[config.mk]
export PLATFORM = sky130hd
export DESIGN_NAME = pica_csr
export DESIGN_NICKNAME = d
export VERILOG_FILES = /design/src/rtl/core/pica_pkg.sv /design/src/rtl/core/pica_csr.sv
export SDC_FILE = /design/constraint.sdc
export NUM_CORES = 1
export LEC_CHECK = 0
export BUFFER_PORTS_ARGS = -buffer_cell sky130_fd_sc_hd__buf_2
export CAP_MARGIN = 10
export CELL_PAD_IN_SITES_DETAIL_PLACEMENT = 1
export CELL_PAD_IN_SITES_GLOBAL_PLACEMENT = 2
export CORE_MARGIN = 4
export CORE_UTILIZATION = 28
export DETAILED_ROUTE_END_ITERATION = 7
export PLACE_DENSITY = 0.75
export SLEW_MARGIN = 15
export SYNTH_ARGS = -nofsm -noshare
export SYNTH_HDL_FRONTEND = slang
export SYNTH_SLANG_ARGS = --single-unit
[constraint.sdc]
create_clock -name clock -period 1.3 [get_ports clock]
set_input_delay 0.065 -clock clock [delete_from_list [all_inputs] [get_ports clock]]
set_output_delay 0.065 -clock clock [all_outputs]
set_load 0.01 [all_outputs]
[src/rtl/core/pica_pkg.sv]
// Shared types, codes and saturation helpers for the PI controller block.
package pica_pkg;

   localparam int DataWidth = 32;
   localparam int CsrIndexWidth = 3;
   localparam int QShift = 16;

   typedef logic signed [DataWidth-1:0] q16_type;

   localparam q16_type Q16Max = 32'sh7FFF_FFFF;
   localparam q16_type Q16Min = 32'sh8000_0000;

   localparam logic OP_UPDATE = 1'b0;
   localparam logic OP_CLEAR  = 1'b1;

   localparam logic [1:0] STATUS_WITHIN = 2'd0;
   localparam logic [1:0] STATUS_HIGH   = 2'd1;
   localparam logic [1:0] STATUS_LOW    = 2'd2;

   localparam logic [CsrIndexWidth-1:0] CSR_KP      = 3'd0;
   localparam logic [CsrIndexWidth-1:0] CSR_KI_DT   = 3'd1;
   localparam logic [CsrIndexWidth-1:0] CSR_OUT_MIN = 3'd2;
   localparam logic [CsrIndexWidth-1:0] CSR_OUT_MAX = 3'd3;
   localparam logic [CsrIndexWidth-1:0] CSR_INT_MIN = 3'd4;
   localparam logic [CsrIndexWidth-1:0] CSR_INT_MAX = 3'd5;

   typedef struct packed {
      q16_type kp;
      q16_type ki_dt;
      q16_type out_min;
      q16_type out_max;
      q16_type int_min;
      q16_type int_max;
   } cfg_type;

   // product stage -> integrator stage
   typedef struct packed {
      logic    valid;
      logic    opcode;
      logic    err_neg;
      logic    err_pos;
      q16_type pterm;
      q16_type iterm;
   } mid_type;

   function automatic q16_type sat33(input logic signed [DataWidth:0] v);
      q16_type r;
      if (v[DataWidth] != v[DataWidth-1]) begin
         r = v[DataWidth] ? Q16Min : Q16Max;
      end else begin
         r = v[DataWidth-1:0];
      end
      return r;
   endfunction

   function automatic q16_type add_sat(input q16_type a, input q16_type b);
      logic signed [DataWidth:0] s;
      s = {a[DataWidth-1], a} + {b[DataWidth-1], b};
      return sat33(s);
   endfunction

   // upper limit checked first, as the spec requires when min > max
   function automatic q16_type clamp(input q16_type v, input q16_type lo, input q16_type hi);
      q16_type r;
      if (v > hi) begin
         r = hi;
      end else if (v < lo) begin
         r = lo;
      end else begin
         r = v;
      end
      return r;
   endfunction

endpackage

[src/rtl/core/pica_csr.sv]
// Configuration register file: gains and limits.
module pica_csr (
   input  logic                                 clock,
   input  logic                                 reset,
   input  logic                                 csr_write,
   input  logic [pica_pkg::CsrIndexWidth-1:0]   csr_index,
   input  logic [pica_pkg::DataWidth-1:0]       csr_data,
   output pica_pkg::cfg_type                    cfg
);
   import pica_pkg::*;

   cfg_type cfg_ff, cfg_in;

   always_comb begin
      cfg_in = cfg_ff;
      if (csr_write) begin
         unique case (csr_index)
            CSR_KP:      cfg_in.kp      = csr_data;
            CSR_KI_DT:   cfg_in.ki_dt   = csr_data;
            CSR_OUT_MIN: cfg_in.out_min = csr_data;
            CSR_OUT_MAX: cfg_in.out_max = csr_data;
            CSR_INT_MIN: cfg_in.int_min = csr_data;
            CSR_INT_MAX: cfg_in.int_max = csr_data;
            default: ;   // unused indexes are dropped
         endcase
      end
   end

   always_ff @(posedge clock) begin
      if (reset) begin
         cfg_ff.kp      <= '0;
         cfg_ff.ki_dt   <= '0;
         cfg_ff.out_min <= -32'sd65536;
         cfg_ff.out_max <= 32'sd65536;
         cfg_ff.int_min <= -32'sd65536;
         cfg_ff.int_max <= 32'sd65536;
      end else begin
         cfg_ff <= cfg_in;
      end
   end

   assign cfg = cfg_ff;

endmodule

Word level (Yosys, flattened, before mapping)
Index checks and enable logic that the tools add are counted.
W data, S select, Z words.

storage, ports and cells
  register bits = 192
  input port bits = 38

cells by class
  reduce and logical (&&, ||, !) cells = 7
  equal/unequal tests = 5

operator list
  operator              count
  $reduce_and A2 Y1     6
  $eq A3 B2 Y1 const B  2
  $eq A3 B3 Y1 const B  2
  $eq A3 B1 Y1 const B  1
  $logic_not A3 Y1      1

Logic depth before layout (Yosys ltp)
  depth in word-level cells = 2
  depth in mapped cells = 5
  mapped depth without buffers = 2

Least setup slack after synthesis
No wires, ideal clock.

  path type = in2reg
  start = input csr_index[0] in the netlist's numbering
  end = register cfg_ff, in the netlist cfg[181]
  data arrival time = 1089 ps
  library setup time = 121 ps
  setup slack = 91 ps
  stages = 5
  required time = 1179 ps
  cell sequence = buf_2 > or4b_4 > buf_6 > buf_6 > mux2i_1

between the ends
  word-level cells in the longest chain between the ends = 2

RTL lines
  what                                line            source
  start, declared                     pica_csr.sv:6   input logic [pica_pkg::CsrIndexWidth-1:0] csr_index,
  $logic_not A3 Y1                    pica_csr.sv:17  unique case (csr_index)
  $reduce_and A2 Y1 (no source line)  n/a
  end signal, assigned                pica_csr.sv:38  cfg_ff <= cfg_in;
  end, declared                       pica_csr.sv:12  cfg_type cfg_ff, cfg_in;

Every way passes these cells.
A chain may end at the register's enable or synchronous reset.

Worst setup path after layout
  start = register cfg_ff, in the netlist cfg[168]
  end = output cfg[168] in the netlist's numbering

RTL lines
  what           line           source
  end, declared  pica_csr.sv:8  output pica_pkg::cfg_type cfg

No word-level cell between the ends.

==> run summary <==
CTS buffer count: 17
Crit path cell chain: buf_2
Clk root buf: clkbuf_16
Placer Congestion: 0.7224
Unrepaired setup endpoints after global routing: no
Clock skew: 0 ns
Clock transition at path regs: 0.07 ns
Flops & latches, synth: 192
Post-synthesis cell count: 684
Syn_nets: 722
Die ar.: 0.02941 mm²
Area leader, netlist: dfxtp_1
DR vias: 5627
Fin util: 38.18%
DIE HEIGHT: 171.5 µm
Crit share post-route: 80.62%
Post-synth top area share: 51.36%
YS warnings: 0
Mapped cell area: 0.007483 mm²
Initial core utilization: 28.56%
# H-tree levels: 4
Slowest-stage cell, CP: dfxtp_1
Crit path buf inv count: 1
WHS Endpoint: cfg[138]
I/O pins: 230
Clk buf depth: 2
Initial antenna violation count: 0
Drt total wl: 22910 µm
Vias in the first global route: 5979
FF-to-FF path depth: 2
Max Clk Rate: 954.1 MHz
Max FFs per register: 192
Slew at the pin closest to its max-slew limit: 0.3976 ns
Diodes inserted: 0
Layout cells sized above 1: 31.45%
WP data required: 1.24 ns
TritonRoute pass-1 iters: 4
Rel. slew slack: 73.42%
Hold Path Depth: 3
CTS tree: done
Via-per-instance ratio: 4.420
Max IR drop VDD: 576.7 µV
Antenna-violating nets left: 0
Max incr delay on CP: 0.40 ns
Hold Vio Cnt, Final: 0
Crit end category: output port
FF-to-FF Start: cfg[168]
Setup Buffers After CTS: 0
Commonest non-fill, non-tap cell in the layout: buf_2
Layout overhead on the synthesized area: 33.71%
Hold bufs inserted after CTS: 16
Final HPWL DP: 16440 µm
Global route overflow: 0
Max-Cap Viols: 0
Status: finished clean
Worst setup path class: reg -> out
CP Max Fanout: 2
Pwr/cell area: 1262 mW/mm²
Fin. max-slew vios: 0
Area contributors post-synth: dfxtp_1 (51%), mux2i_1 (26%), nand2b_1 (16%)
Hold Path Class: in -> reg
Setup TNS: 0 ns
Reg2Reg Setup Slack: 0.64 ns
1st-iter DRT viols: 205
DRC Markers: 0
Clock sinks: 192
Die Span X: 171.5 µm
Hold path start: csr_data[10]
Sequential share of the synthesized area: 51.36%
Core area: 0.02621 mm²
Crit path max-delay family: flip-flops
Nets: 963
Largest net degree at the start of global routing: 40
Tmin final: 1.048 ns
CP Launch Type: register
Post-place setup slack: 0.07084 ns
Most frequent cells in the layout: buf_2 (228), mux2i_1 (192), dfxtp_1 (192)
P_leak: 5.075 nW
Post-Syn Area per Cell: 10.94 µm²
Netlist cell types: 14
WL per Instance: 17.99 µm
R2r endpoint: cfg[168]
Row cnt: 59
Post-CTS Resized: 0
Overall global routing resource usage: 15.44%
Clock Latency Late Sink: 0.43 ns
First-pass GRT wire length: 35230 µm
Setup violators final: 0
Setup ws final: 0.2519 ns
Port-buffer cells: 229
Arrival time at the worst endpoint: 0.98 ns
==> layer usage <==
layer,track usage [%],share of wire (%),vias up
met4,3.135,0.80,2
li1,-,-,2734
met1,20.15,47,2727
met2,25.21,46,152
met5,0,0.026,-
met3,4.964,6.5,12
==> kinds of logic (layout without fill, tap and decap cells) <==
family | after synthesis | in the layout | share of synthesized area (%)
and+or+nand+nor | 249 | 249 | 19.68
DFF | 192 | 192 | 51.36
muxes | 192 | 192 | 25.68
buffers and inverters | 51 | 305 | 3.277
==> synthesized netlist by cell type <==
library cell,count
and4bb_2,1
nor4bb_1,1
nor2_1,50
clkbuf_1,27
buf_2,19
nand2b_1,190
buf_6,3
buf_4,2
dfxtp_1,192
nand4bb_1,3
or4b_4,1
nand4b_1,2
mux2i_1,192
nor4b_1,1
==> area by class of cell <==
class	count	area, µm²
well taps	335	419.2
flip-flops and latches	192	3844
clock inverters	14	181.4
multi-input cells	441	3437
fillers	2960	16200
clock buffers	18	439.2
repair buffers	273	1685
==> where the power goes <==
group          internal, mW  total [mW]  switching [mW]
clock                  2.85        5.54            2.69
combinational         0.476        1.01           0.538
sequential             6.01        6.08          0.0691
total                  9.33        12.6            3.30
==> worst max path at each step <==
stage | start | endpoint | slack (ns) | depth (start not counted)
2_1_floorplan | csr_index[0] | cfg[181] | 0.09 | 5
3_3_place_gp | csr_index[0] | cfg[189] | 0.09 | 3
3_5_place_dp | csr_index[0] | cfg[188] | 0.07 | 3
4_1_cts | cfg[168] | cfg[168] | 0.21 | 1
5_1_grt | cfg[168] | cfg[168] | 0.19 | 1
6_report | cfg[168] | cfg[168] | 0.25 | 1
==> per-stage QoR <==
step	area [µm²]	cells	power, mW	hold WS, ns
after global placement	9225	1225	7.200	0.3566
after detailed placement	9225	1225	7.210	0.3636
after global routing	10010	1273	13.16	0.07259
after CTS	10010	1273	12.83	0.05076
after floorplan	7483	684	6.749	0.2363
final	10010	1273	12.63	0.05881
No activity file was read; power rests on OpenSTA's default activity.
