File: src/rtl/core/pica_pkg.sv
// Shared types, codes and saturation helpers for the PI controller block.
package pica_pkg;

   localparam int DataWidth = 32;
   localparam int CsrIndexWidth = 3;
   localparam int QShift = 16;

   typedef logic signed [DataWidth-1:0] q16_type;

   localparam q16_type Q16Max = 32'sh7FFF_FFFF;
   localparam q16_type Q16Min = 32'sh8000_0000;

   localparam logic OP_UPDATE = 1'b0;
   localparam logic OP_CLEAR  = 1'b1;

   localparam logic [1:0] STATUS_WITHIN = 2'd0;
   localparam logic [1:0] STATUS_HIGH   = 2'd1;
   localparam logic [1:0] STATUS_LOW    = 2'd2;

   localparam logic [CsrIndexWidth-1:0] CSR_KP      = 3'd0;
   localparam logic [CsrIndexWidth-1:0] CSR_KI_DT   = 3'd1;
   localparam logic [CsrIndexWidth-1:0] CSR_OUT_MIN = 3'd2;
   localparam logic [CsrIndexWidth-1:0] CSR_OUT_MAX = 3'd3;
   localparam logic [CsrIndexWidth-1:0] CSR_INT_MIN = 3'd4;
   localparam logic [CsrIndexWidth-1:0] CSR_INT_MAX = 3'd5;

   typedef struct packed {
      q16_type kp;
      q16_type ki_dt;
      q16_type out_min;
      q16_type out_max;
      q16_type int_min;
      q16_type int_max;
   } cfg_type;

   // product stage -> integrator stage
   typedef struct packed {
      logic    valid;
      logic    opcode;
      logic    err_neg;
      logic    err_pos;
      q16_type pterm;
      q16_type iterm;
   } mid_type;

   function automatic q16_type sat33(input logic signed [DataWidth:0] v);
      q16_type r;
      if (v[DataWidth] != v[DataWidth-1]) begin
         r = v[DataWidth] ? Q16Min : Q16Max;
      end else begin
         r = v[DataWidth-1:0];
      end
      return r;
   endfunction

   function automatic q16_type add_sat(input q16_type a, input q16_type b);
      logic signed [DataWidth:0] s;
      s = {a[DataWidth-1], a} + {b[DataWidth-1], b};
      return sat33(s);
   endfunction

   // upper limit checked first, as the spec requires when min > max
   function automatic q16_type clamp(input q16_type v, input q16_type lo, input q16_type hi);
      q16_type r;
      if (v > hi) begin
         r = hi;
      end else if (v < lo) begin
         r = lo;
      end else begin
         r = v;
      end
      return r;
   endfunction

endpackage

File: src/rtl/core/pica_qmul.sv
// Q16.16 multiply: full product, floor shift, saturate to 32 bits.
module pica_qmul (
   input  pica_pkg::q16_type a,
   input  pica_pkg::q16_type b,
   output pica_pkg::q16_type p
);
   import pica_pkg::*;

   logic signed [2*DataWidth-1:0] prod;
   logic signed [2*DataWidth-1:0] shifted;

   always_comb begin
      prod    = a * b;
      shifted = prod >>> QShift;
      // fits when bits above the sign position all match
      if (shifted[2*DataWidth-1:DataWidth-1] == '0 ||
          shifted[2*DataWidth-1:DataWidth-1] == '1) begin
         p = shifted[DataWidth-1:0];
      end else begin
         p = shifted[2*DataWidth-1] ? Q16Min : Q16Max;
      end
   end

endmodule

File: config.mk
export PLATFORM = sky130hd
export DESIGN_NAME = pica_qmul
export DESIGN_NICKNAME = d
export VERILOG_FILES = /design/src/rtl/core/pica_pkg.sv /design/src/rtl/core/pica_qmul.sv
export SDC_FILE = /design/constraint.sdc
export NUM_CORES = 2
export LEC_CHECK = 0
export BUFFER_PORTS_ARGS = -buffer_cell sky130_fd_sc_hd__buf_2
export CORE_ASPECT_RATIO = 0.9
export CORE_MARGIN = 3
export CORE_UTILIZATION = 30
export DETAILED_ROUTE_END_ITERATION = 10
export MAX_ROUTING_LAYER = met4
export SLEW_MARGIN = 20
export SYNTH_ARGS = -nofsm -noshare
export SYNTH_HDL_FRONTEND = slang
export SYNTH_SLANG_ARGS = --single-unit
File: constraint.sdc
create_clock -name vclk -period 15.93
set_input_delay 3.9825 -clock vclk [all_inputs]
set_output_delay 3.9825 -clock vclk [all_outputs]
set_load 0.05 [all_outputs]
Word-level counts from Yosys, hierarchy flattened
Index checks and enable logic that the tools add are counted.
Widths: inputs -> output; s select.
- flip-flop bits (word level): 0
- logic and storage cells: 6
- multiplexer cells: 2
- equality and inequality tests: 1
- multiply operators: 1
- reductions and logical operators: 2
- operators by type and width (cell ; count):
    $mul 32x32->64 ; 1
    $mux 32 ; 2
    $eq 33x33->1 const B ; 1
    $logic_not 33->1 ; 1
    $logic_or 1x1->1 ; 1

Logic depth before layout (Yosys ltp)
- depth in word-level cells: 4
- depth in mapped cells: 31
- mapped depth without buffers: 28

Least setup slack after synthesis
No wires, ideal clock.
- path type: in2out
- from: input port b[2]
- to: output port p[10]
- data arrival time: 12870 ps
- cell stages on the path: 29
- setup slack: -923 ps
- path buffers: 3
- cells stage by stage: clkbuf_1 > nand2_1 > inv_1 > fa_1 > fa_1 > fa_1 > inv_1 > fa_1 > inv_1 > fa_1 > fa_1 > inv_1 > fa_1 > fa_1 > inv_1 > ha_1 > clkbuf_1 > nand2_1 > o21ai_0 > a41oi_1 > and3b_1 > a21oi_1 > o211a_1 > nand3_1 > o21ai_0 > xnor2_1 > o41ai_4 > buf_6 > o21a_1
- cells in the longest elaborated chain, start to end: 4
- ends and longest elaborated chain (element ; RTL line ; text):
    start, declared ; pica_qmul.sv:4 ; input pica_pkg::q16_type b,
    $mul 32x32->64 * ; pica_qmul.sv:13 ; prod = a * b;
    $eq 33x33->1 or $logic_not 33->1 (tied branches) ; pica_qmul.sv:17, pica_qmul.sv:16 ;
    $logic_or 1x1->1 ; pica_qmul.sv:16 ; if (shifted[2*DataWidth-1:DataWidth-1] == '0 ||
    $mux 32 * ; pica_qmul.sv:16 ;
    end, declared ; pica_qmul.sv:5 ; output pica_pkg::q16_type p
Mark *: on every way between the ends. The rest lies on a longest branch, timed or not.

Final worst setup path
- from: input port a[18]
- to: output port p[5]
- cells in the longest elaborated chain, start to end: 4
- ends and longest elaborated chain (element ; RTL line ; text):
    start, declared ; pica_qmul.sv:3 ; input pica_pkg::q16_type a,
    $mul 32x32->64 * ; pica_qmul.sv:13 ;
    $eq 33x33->1 or $logic_not 33->1 (tied branches) ; pica_qmul.sv:17, pica_qmul.sv:16 ;
    $logic_or 1x1->1 ; pica_qmul.sv:16 ;
    $mux 32 * ; pica_qmul.sv:16 ;
Marked as above.

==> impl_summary.txt <==
----------------------------------------------------
[Route]
  Number of iterations in the first detailed-routing pass ... 5
  Final routed wirelength across all metal layers ... 105 mm
  Vias per Instance ... 4.60
  Number of DRC violations after detailed-routing iteration 0 ... 1,698
  Antenna Nets Post-Route ... 0
  Drt wl/cell ... 17.6 um
  Number of DRC violations after detailed routing ... 0
  Via total after detailed routing ... 27,400

[Synthesis]
  Part of the Yosys area used for sequential elements ... 0%
  Count of unique library cells instantiated by Yosys ... 76
  Gate Count Post-Synth ... 3,953
  Post-Synthesis Mean Instance Area ... 9.34 um^2
  Number of nets produced by synthesis ... 5,278
  Netlist area before placement ... 36,900 um^2
  Total of warnings raised by yosys ... 0

[STA]
  Number of max-slew violations in the final report ... 0
  Time the final worst path needs with I/O delays and setup ... 16.30 ns
  Period utilisation layout ... 102%
  Setup total negative slack ... -9.91 ns
  Minimum setup slack in the final design ... -0.372 ns
  Final Hold Violating Endpoints ... 0
  Highest clock rate ... 61.3 MHz
  Normalized max-slew margin ... 58.1%
  Worst-Margin Slew ... 0.624 ns
  RSZ-0062 raised after global routing ... yes
  Final setup fails ... 31

[Placed design]
  GP Congestion ... 0.917
  Number of buffers inserted by port buffering ... 96
  Post-DP HPWL ... 94.1 mm
  Dpl cell area ... 42,800 um^2

[Final layout]
  Final cell area excluding filler cells ... 44,700 um^2
  Number of clock buffer instances in the layout ... 0
  Final nets ... 5,686
  Sequential cell area ... 0 um^2
  Total number of sequential cells ... 0
  Share of post-route cells with drive strength above 1 ... 19.2%
  Signed area change from the synthesized netlist to the final layout ... 21.2%
  Utilization after layout ... 36.8%

[Global routing]
  Largest net degree at the start of global routing ... 32
  Number of global-route vias before repair ... 30,400
  First-pass GRT wire length ... 171 mm
  Total track usage ... 17.2%
  Antenna violations before repair ... 6
  Grt total ovfl ... 0

[Critical path]
  Type of destination of the critical path ... output port
  Required time worst endpoint ... 11.95 ns
  Biggest cell delay along the critical path ... 0.63 ns
  Slowest stage cell, crit path ... sky130_fd_sc_hd__fa_2
  Class of the most critical setup path ... primary input to output port
  Endpoint arrival time on the critical path ... 12.32 ns
  Highest fanout seen on the critical path ... 8
  Cell seen most often among critical-path stages ... sky130_fd_sc_hd__fa_1
  Startpoint type of the worst setup path ... primary input

[Floorplan]
  Die height ... 339 um
  Standard cell core area ... 122,000 um^2
  Die footprint ... 127,000 um^2
  Initial standard-cell utilization of the core ... 30.4%
  Die W ... 376 um
  Floorplan row count ... 121
  I/O pin count ... 96

[Flow run]
  Max capacitance violation total ... 0

[Outcome]
  Violations in the final reports ... negative setup slack
  Status ... finished with violations

[Worst hold path]
  Worst min path class ... primary input to output port

----------------------------------------------------
## final cells by class
class	instances	area, um^2
Antenna cell	4	10.0
Multi-Input combinational cell	2805	33500
Timing Repair Buffer	627	5780
Inverter	927	3500
Fill cell	12100	76800
Tap cell	1599	2000
## cells in the mapped netlist, types with 8 or more instances
master	number	area, um^2
sky130_fd_sc_hd__a211oi_1	8	60.1
sky130_fd_sc_hd__a21o_1	27	203
sky130_fd_sc_hd__a21oi_1	72	360
sky130_fd_sc_hd__and2_1	510	3190
sky130_fd_sc_hd__buf_6	18	203
sky130_fd_sc_hd__clkbuf_1	199	747
sky130_fd_sc_hd__fa_1	1081	21600
sky130_fd_sc_hd__ha_1	180	2250
sky130_fd_sc_hd__inv_1	926	3480
sky130_fd_sc_hd__nand2_1	549	2060
sky130_fd_sc_hd__nand2b_1	10	62.6
sky130_fd_sc_hd__nand3_1	17	85.1
sky130_fd_sc_hd__nand4_1	19	119
sky130_fd_sc_hd__nor2_1	60	225
sky130_fd_sc_hd__o211ai_1	13	97.6
sky130_fd_sc_hd__o21a_1	44	330
sky130_fd_sc_hd__o21ai_0	28	140
sky130_fd_sc_hd__o21ai_1	9	45.0
sky130_fd_sc_hd__o21bai_1	10	75.1
sky130_fd_sc_hd__xnor2_1	35	307
sky130_fd_sc_hd__xor2_1	15	131
## cell families after synthesis
group           count (synthesis)  share of synthesized area, %
compound gates                275                          5.23
mux                             3                        0.0813
buf+inv                      1148                          12.1
simple gates                 1214                          16.6
fa+ha+maj                    1261                          64.7
xor+xnor                       52                          1.27
## cells in the final DEF (no fill, tap or decap), drive strengths merged, types with 9 or more instances in the layout
master and instances:
buf 613, o21bai 10, clkbuf 14, nand4 19, ha 180, xnor2 37, and3 9, xor2 15
a211oi 10, o21a 45, nor2 60, o211ai 15, inv 924, nand3 17, fa 1081, o21ai 39
a21oi 75, nand2b 10, nand2 549, a21o 28, and2 510
## what timing repair did
action,in CTS,in global routing
pin swaps,17,56
gates resized for setup,142,233
buffers inserted,8,29
hold buffers,0,0
endpoints found under the setup margin,31,32
gates cloned,2,7
## worst max-delay path, delay by kind of cell
kind                     cells  cell delay [ns]
AND/OR/NAND/NOR              4             1.23
adder cells (fa/ha/maj)      9             4.41
buffers and inverters        8             0.98
AO/OA/AOI/OAI                8             1.69
## metrics by stage
step           std cells  setup WS [ns]  hold slack, ns
4_1_cts             5923         -0.323            9.40
3_5_place_dp        5913         -0.857            9.44
3_3_place_gp        5913         -0.805            9.45
5_1_grt             5961         -0.610            9.44
2_1_floorplan       3953         -0.136            8.70
6_report            5962         -0.372            9.39
## final timing paths
check | start | to | slack, ns | cells after the start
worst max-delay path | a[18] | p[5] | -0.37 | 29
worst min-delay path | b[1] | p[0] | 9.39 | 9
## layer usage
layer  routed length [um]  global-route usage [%]
met1                48500                    24.6
met2                50100                    27.8
met3                 5060                    1.55
met4                 1320                    1.41
met5                    0                       -
Power is not shown: default switching activity piles up to over one toggle a cycle in this logic, so the estimate is an artifact.
