[config.mk]
export PLATFORM = sky130hd
export DESIGN_NAME = pica_integrator
export DESIGN_NICKNAME = d
export VERILOG_FILES = /design/src/rtl/core/pica_pkg.sv /design/src/rtl/core/pica_integrator.sv
export SDC_FILE = /design/constraint.sdc
export NUM_CORES = 1
export LEC_CHECK = 0
export ABC_AREA = 1
export ABC_CLOCK_PERIOD_IN_PS = 31700
export BUFFER_PORTS_ARGS = -buffer_cell sky130_fd_sc_hd__clkbuf_2
export CAP_MARGIN = 20
export CORE_AREA = 2 2 168 202
export CTS_BUF_LIST = sky130_fd_sc_hd__clkbuf_16
export CTS_CLUSTER_SIZE = 8
export DETAILED_ROUTE_END_ITERATION = 12
export DIE_AREA = 0 0 170 204
export SYNTH_ARGS = -nofsm -noshare
export SYNTH_HDL_FRONTEND = slang
export SYNTH_SLANG_ARGS = --single-unit
[constraint.sdc]
create_clock -name clock -period 31.7 [get_ports clock]
set_input_delay 6.34 -clock clock [delete_from_list [all_inputs] [get_ports clock]]
set_output_delay 6.34 -clock clock [all_outputs]
set_load 0.02 [all_outputs]
[src/rtl/core/pica_pkg.sv]
// Shared types, codes and saturation helpers for the PI controller block.
package pica_pkg;

   localparam int DataWidth = 32;
   localparam int CsrIndexWidth = 3;
   localparam int QShift = 16;

   typedef logic signed [DataWidth-1:0] q16_type;

   localparam q16_type Q16Max = 32'sh7FFF_FFFF;
   localparam q16_type Q16Min = 32'sh8000_0000;

   localparam logic OP_UPDATE = 1'b0;
   localparam logic OP_CLEAR  = 1'b1;

   localparam logic [1:0] STATUS_WITHIN = 2'd0;
   localparam logic [1:0] STATUS_HIGH   = 2'd1;
   localparam logic [1:0] STATUS_LOW    = 2'd2;

   localparam logic [CsrIndexWidth-1:0] CSR_KP      = 3'd0;
   localparam logic [CsrIndexWidth-1:0] CSR_KI_DT   = 3'd1;
   localparam logic [CsrIndexWidth-1:0] CSR_OUT_MIN = 3'd2;
   localparam logic [CsrIndexWidth-1:0] CSR_OUT_MAX = 3'd3;
   localparam logic [CsrIndexWidth-1:0] CSR_INT_MIN = 3'd4;
   localparam logic [CsrIndexWidth-1:0] CSR_INT_MAX = 3'd5;

   typedef struct packed {
      q16_type kp;
      q16_type ki_dt;
      q16_type out_min;
      q16_type out_max;
      q16_type int_min;
      q16_type int_max;
   } cfg_type;

   // product stage -> integrator stage
   typedef struct packed {
      logic    valid;
      logic    opcode;
      logic    err_neg;
      logic    err_pos;
      q16_type pterm;
      q16_type iterm;
   } mid_type;

   function automatic q16_type sat33(input logic signed [DataWidth:0] v);
      q16_type r;
      if (v[DataWidth] != v[DataWidth-1]) begin
         r = v[DataWidth] ? Q16Min : Q16Max;
      end else begin
         r = v[DataWidth-1:0];
      end
      return r;
   endfunction

   function automatic q16_type add_sat(input q16_type a, input q16_type b);
      logic signed [DataWidth:0] s;
      s = {a[DataWidth-1], a} + {b[DataWidth-1], b};
      return sat33(s);
   endfunction

   // upper limit checked first, as the spec requires when min > max
   function automatic q16_type clamp(input q16_type v, input q16_type lo, input q16_type hi);
      q16_type r;
      if (v > hi) begin
         r = hi;
      end else if (v < lo) begin
         r = lo;
      end else begin
         r = v;
      end
      return r;
   endfunction

endpackage

[src/rtl/core/pica_integrator.sv]
// Final stage: integral update with anti-windup, output clamp and result register.
module pica_integrator (
   input  logic                clock,
   input  logic                reset,
   input  pica_pkg::cfg_type   cfg,
   input  pica_pkg::mid_type   mid,
   output logic                mid_ready,
   output logic                rsp_valid,
   input  logic                rsp_stall,
   output pica_pkg::q16_type   rsp_drive_value,
   output logic [1:0]          rsp_limit_status
);
   import pica_pkg::*;

   q16_type    integral_ff, integral_in;
   logic       valid_ff, valid_in;
   q16_type    drive_ff, drive_in;
   logic [1:0] status_ff, status_in;

   q16_type cand;
   q16_type psum;
   logic    take_cand;
   logic    out_ready;
   logic    consume;

   assign out_ready = !valid_ff || !rsp_stall;
   // a clear leaves no result, so it never waits on the output register
   assign mid_ready = !mid.valid || (mid.opcode == OP_CLEAR) || out_ready;
   assign consume   = mid.valid && mid_ready;

   always_comb begin
      cand = clamp(add_sat(integral_ff, mid.iterm), cfg.int_min, cfg.int_max);
      psum = add_sat(mid.pterm, cand);
      if (psum > cfg.out_max) begin
         drive_in  = cfg.out_max;
         status_in = STATUS_HIGH;
         take_cand = mid.err_neg;
      end else if (psum < cfg.out_min) begin
         drive_in  = cfg.out_min;
         status_in = STATUS_LOW;
         take_cand = mid.err_pos;
      end else begin
         drive_in  = psum;
         status_in = STATUS_WITHIN;
         take_cand = 1'b1;
      end

      integral_in = integral_ff;
      valid_in    = valid_ff && rsp_stall;
      if (consume) begin
         if (mid.opcode == OP_CLEAR) begin
            integral_in = '0;
         end else begin
            valid_in = 1'b1;
            if (take_cand) begin
               integral_in = cand;
            end
         end
      end
   end

   always_ff @(posedge clock) begin
      if (reset) begin
         integral_ff <= '0;
         valid_ff    <= 1'b0;
      end else begin
         integral_ff <= integral_in;
         valid_ff    <= valid_in;
      end
   end

   always_ff @(posedge clock) begin
      if (consume && mid.opcode == OP_UPDATE) begin
         drive_ff  <= drive_in;
         status_ff <= status_in;
      end
   end

   assign rsp_valid        = valid_ff;
   assign rsp_drive_value  = drive_ff;
   assign rsp_limit_status = status_ff;

endmodule

# == Word level (Yosys, flattened, before mapping) ==
# Cells that the tools add are included.
# totals
ff_bits,67
latchBits,0
mem_bits_rw,0
mem_bits_ro,0
inputBits,263
output_inout_bits,36
elab_cells,39
n_memories,0
# op_classes
n_addsub,2
n_mul,0
n_div,0
n_lt_le_gt_ge,4
n_eq_ne,2
shift,0
n_mux,15
bitwise,1
n_reduce_logical,11
# ops
op,count
two-way mux 32 bit,10
adder 32 x 32 -> 33 bit,2
> comparator 32 bit,2
less-than comparator 32 bit,2
two-way mux 1 bit,4
logical AND 1 bit,3
zero test 1 bit,3
logical OR 1 bit,3
two-way mux 2 bit,1
!= test 1 bit,2
AND reduction 2 bit,1
nonzero test 2 bit,1
NOT 1 bit,1

# == Depth between registers and ports, before layout ==
# depth
word_depth,14
mapped_depth,82
mapped_depth_nobuf,78

# == Worst setup path before layout ==
# OpenSTA, ideal clock, no wires.
# synth_path
path_kind,in2reg
start,in mid[4] (netlist bit)
end,reg drive_ff[0] (netlist: rsp_drive_value[0]) (data pin)
setup_ps,158
arrival_time_ps,16793
required_time_ps,31542
path_slack_ps,14749
stages,73
n_path_buf,7
path_cell_list,ha_1 > a21oi_1 > inv_1 > a31oi_1 > o21ai_1 > a21boi_0 > o21ai_1 > nand3_1 > nand2_1 > a221o_1 > xor2_1 > inv_1 > ha_1 > clkbuf_1 > inv_1 > clkbuf_1 > nand2_1 > o21ai_0 > (+37 left out) > o31ai_1 > inv_1 > ha_1 > a21oi_1 > o21ai_0 > a21oi_1 > nor2_1 > o21ai_0 > a21oi_1 > a211oi_1 > nand3_1 > nand3_1 > clkbuf_1 > nand3_2 > inv_1 > buf_2 > nand2_1 > o211ai_1
# synth_via
elab_chain_cells,12
elab_cells_between_ends,16
cone_classes,2 x add/sub; 4 x order compare; 2 x eq/ne; 8 x mux
# synth_lines
element,line,source
"start, declared",pica_integrator.sv:6,"input pica_pkg::mid_type mid,"
adder 32 x 32 -> 33 bit (*),pica_pkg.sv:58,"s = {a[DataWidth-1], a} + {b[DataWidth-1], b};"
two-way mux 32 bit / != test 1 bit (equally long branches),"pica_pkg.sv:49, pica_pkg.sv:48",
two-way mux 32 bit (*),pica_pkg.sv:48,if (v[DataWidth] != v[DataWidth-1]) begin
less-than comparator 32 bit,pica_pkg.sv:67,end else if (v < lo) begin
two-way mux 32 bit,pica_pkg.sv:67,
two-way mux 32 bit (*),pica_pkg.sv:65,if (v > hi) begin
adder 32 x 32 -> 33 bit (*),pica_pkg.sv:58,
two-way mux 32 bit / != test 1 bit (equally long branches),"pica_pkg.sv:49, pica_pkg.sv:48",
two-way mux 32 bit (*),pica_pkg.sv:48,
less-than comparator 32 bit,pica_integrator.sv:38,end else if (psum < cfg.out_min) begin
two-way mux 32 bit,pica_integrator.sv:38,
two-way mux 32 bit (*),pica_integrator.sv:34,if (psum > cfg.out_max) begin
named net drive_in[0],pica_integrator.sv:17,"q16_type drive_ff, drive_in;"
"end signal, assigned",pica_integrator.sv:74,drive_ff <= drive_in;
"end, declared",pica_integrator.sv:17,
# The timed path passes the listed nets; every way through them passes the cells marked *.
# A chain may end at the register's enable or synchronous reset.

# == Final worst setup path ==
# layout_path
start,in mid[2] (netlist bit)
end,reg drive_ff[3] (netlist: rsp_drive_value[3]) (data pin)
# Same word-level chain as after synthesis.

==> results.yml <==
finish:
  drive_gt1_frac: 0.1376
  fin_nets: 2555
  diodes: 0
  final-instance-count-excl-fill: 2513
  num-fill-cells: 3655
  fin_util: 0.4010
  area_growth_pct: 16.66
die:
  die_w_um: 170
  core_mm2: 0.03288
  die_h_um: 204
  rows: 73
  die_area_mm2: 0.03468
  initial_core_util: 0.3437
  io_pins: 299
setup_path:
  cpMostUsedCell: "nand2_1"
  crit_arrival_ns: 21.08
  critPathLaunchType: "input port"
  worstSetupEndpointType: "flip-flop"
  crit_path_top_delay_cell: "ha_1"
  critPathMaxStageDelay_ns: 0.80
  setup.worst_path.class: "in -> reg"
  crit-reg2reg-launch: "integral_ff[2]"
  critPathLaunch: "mid[2]"
  crit_required_ns: 31.87
  path_max_fanout: 31
  reg2reg_slack_ns: 16.55
logic_synthesis:
  synth_top_cells_by_area: "ha_1, nand2_1, inv_1"
  synthCells: 1885
  seq_area_frac_synth: 0.1488
  yosysWarningCount: 0
  yosysMostFrequentCell: "nand2_1"
  synth.distinct_cells: 50
  synth_edf_count: 34
  synth-seq-cells: 67
  avgSynthCellArea_um2: 5.996
  synth_top_cells_by_count: "nand2_1, inv_1, nor2_1"
  synth_fp_nets: 2344
  yosys_most_used_dff: "edfxtp_1"
  yosys.area.top_type: "ha_1"
  synthArstFlopShare: 0
  synth_area_mm2: 0.01130
  synth_top_area_frac: 0.2148
sta:
  hold_violations: 0
  fmax_ghz: 0.04781
  tightest_slew_ns: 1.033
  whs_ns: 0.5072
  timing.final.crit_share: 0.6598
  relSlewSlack: 0.3094
  setup_viol: 0
  slew_violations: 0
  fin_tns_setup_ns: 0
  fin_crit_ns: 20.92
  skew_ns: 0.01233
  rsz0062_at_grt: "false"
clocking:
  cts_hold_buf: 0
  cts_buffer_depth: 2
  cts_tree: "yes"
  cts_max_level: 3
  cts-resized-gates: 0
  numCtsBuffers: 9
  clkTransAtPathRegs_ns: 0.06
  clk_latency_ns: 0.36
  post-cts-setup-buffer-count: 0
  cts_root_buf: "clkbuf_16"
  clkSinkCount: 67
placed_design:
  dp_cells: 2497
  port_buffers: 234
  gp_congestion: 0.9453
  dp_hpwl_mm: 31.78
global_route:
  grt_max_degree: 56
  overflow: 0
  grt_pass1_vias: 11640
  grt_pass1_wl_mm: 58.80
  antenna_found_initial: 0
  grtUsageTotal: 0.2156
hold_path:
  min_from: "integral_ff[2]"
  hp-class: "reg -> reg"
routing:
  wirelength_mm: 37.45
  dr.pass1.iters: 5
  vias: 12160
  wl_per_cell_um: 14.90
  drt_iter0_markers: 638
  drc: 0
  viasPerCell: 4.839
  postRouteAntennaNets: 0
job:
  cap_viol_max_count: 0
status:
  outcome: "complete, no violations"
-- critical path: cells and delay by family --
family	cells	cell delay (ns)
AO/OA/AOI/OAI	26	5.36
AND/OR/NAND/NOR	26	3.69
buffers and inverters	14	2.75
adder cells (fa/ha/maj)	6	2.42
XOR/XNOR	2	0.44
-- path summary, 6_finish.rpt --
| path | endpoint | cells after the start |
|---|---|---|
| worst max-delay path | rsp_drive_value[3] | 74 |
| worst min-delay path | integral_ff[2] | 2 |
| worst max register to register | rsp_drive_value[3] | 73 |
| worst min register to register | integral_ff[2] | 2 |
-- cells in the final DEF (no fill, tap or decap), types with 7 or more instances in the layout --
cell type and count:
nand2_1 519, inv_1 408, clkbuf_2 234, nor2_1 195
ha_1 194, a21oi_1 124, nand3_1 82, o21ai_0 62
edfxtp_1 34, dfxtp_1 33, o221ai_1 31, o31ai_1 16
or2_2 13, nand4_1 13, xor2_1 11, a31oi_1 10
a211oi_1 10, nor3_1 9, clkbuf_16 9, o21bai_1 8
buf_4 8, nor4_1 7
-- per-stage QoR --
stage	setup slack, ns	cell area [µm²]
floorplan	14.75	11300
finish	10.78	13190
global placement	10.47	12830
CTS	10.70	13190
detailed placement	10.34	12880
global route	9.156	13190
-- routing by layer --
layer / GRT usage / up-vias / wire [µm]
met5: 0 / - / 0
met4: 0.08089 / 0 / 1035
met3: 0.01743 / 48 / 1549
met2: 0.3878 / 323 / 18270
met1: 0.2668 / 5338 / 16590
li1: - / 6451 / -
-- cell type report --
type	instances	area, µm²	share of cell area
multi-input combinational	1365	7870	0.5969
clock buffer	9	225.2	0.01708
sequential	67	1682	0.1275
clock inverter	7	83.83	0.006358
tap	412	515.5	0.03910
inverter	409	1535	0.1164
timing repair buffer	244	1274	0.09660
-- state kept, by name, summed over array words and instances (netlist names) --
register,flops
integral_ff,32
rsp_drive_value,32
rsp_limit_status,2
rsp_valid,1
-- logic make-up (layout without fill, tap and decap cells) --
group           after synthesis  count (layout)  synth area share
simple gates                859             859            0.3086
buf+inv                     453             669            0.1555
compound gates              295             295            0.1571
fa+ha+maj                   196             196            0.2183
flops                        67              67            0.1488
xor+xnor                     15              15           0.01162
Power is not shown: default switching activity piles up to over one toggle a cycle in this logic, so the estimate is an artifact.
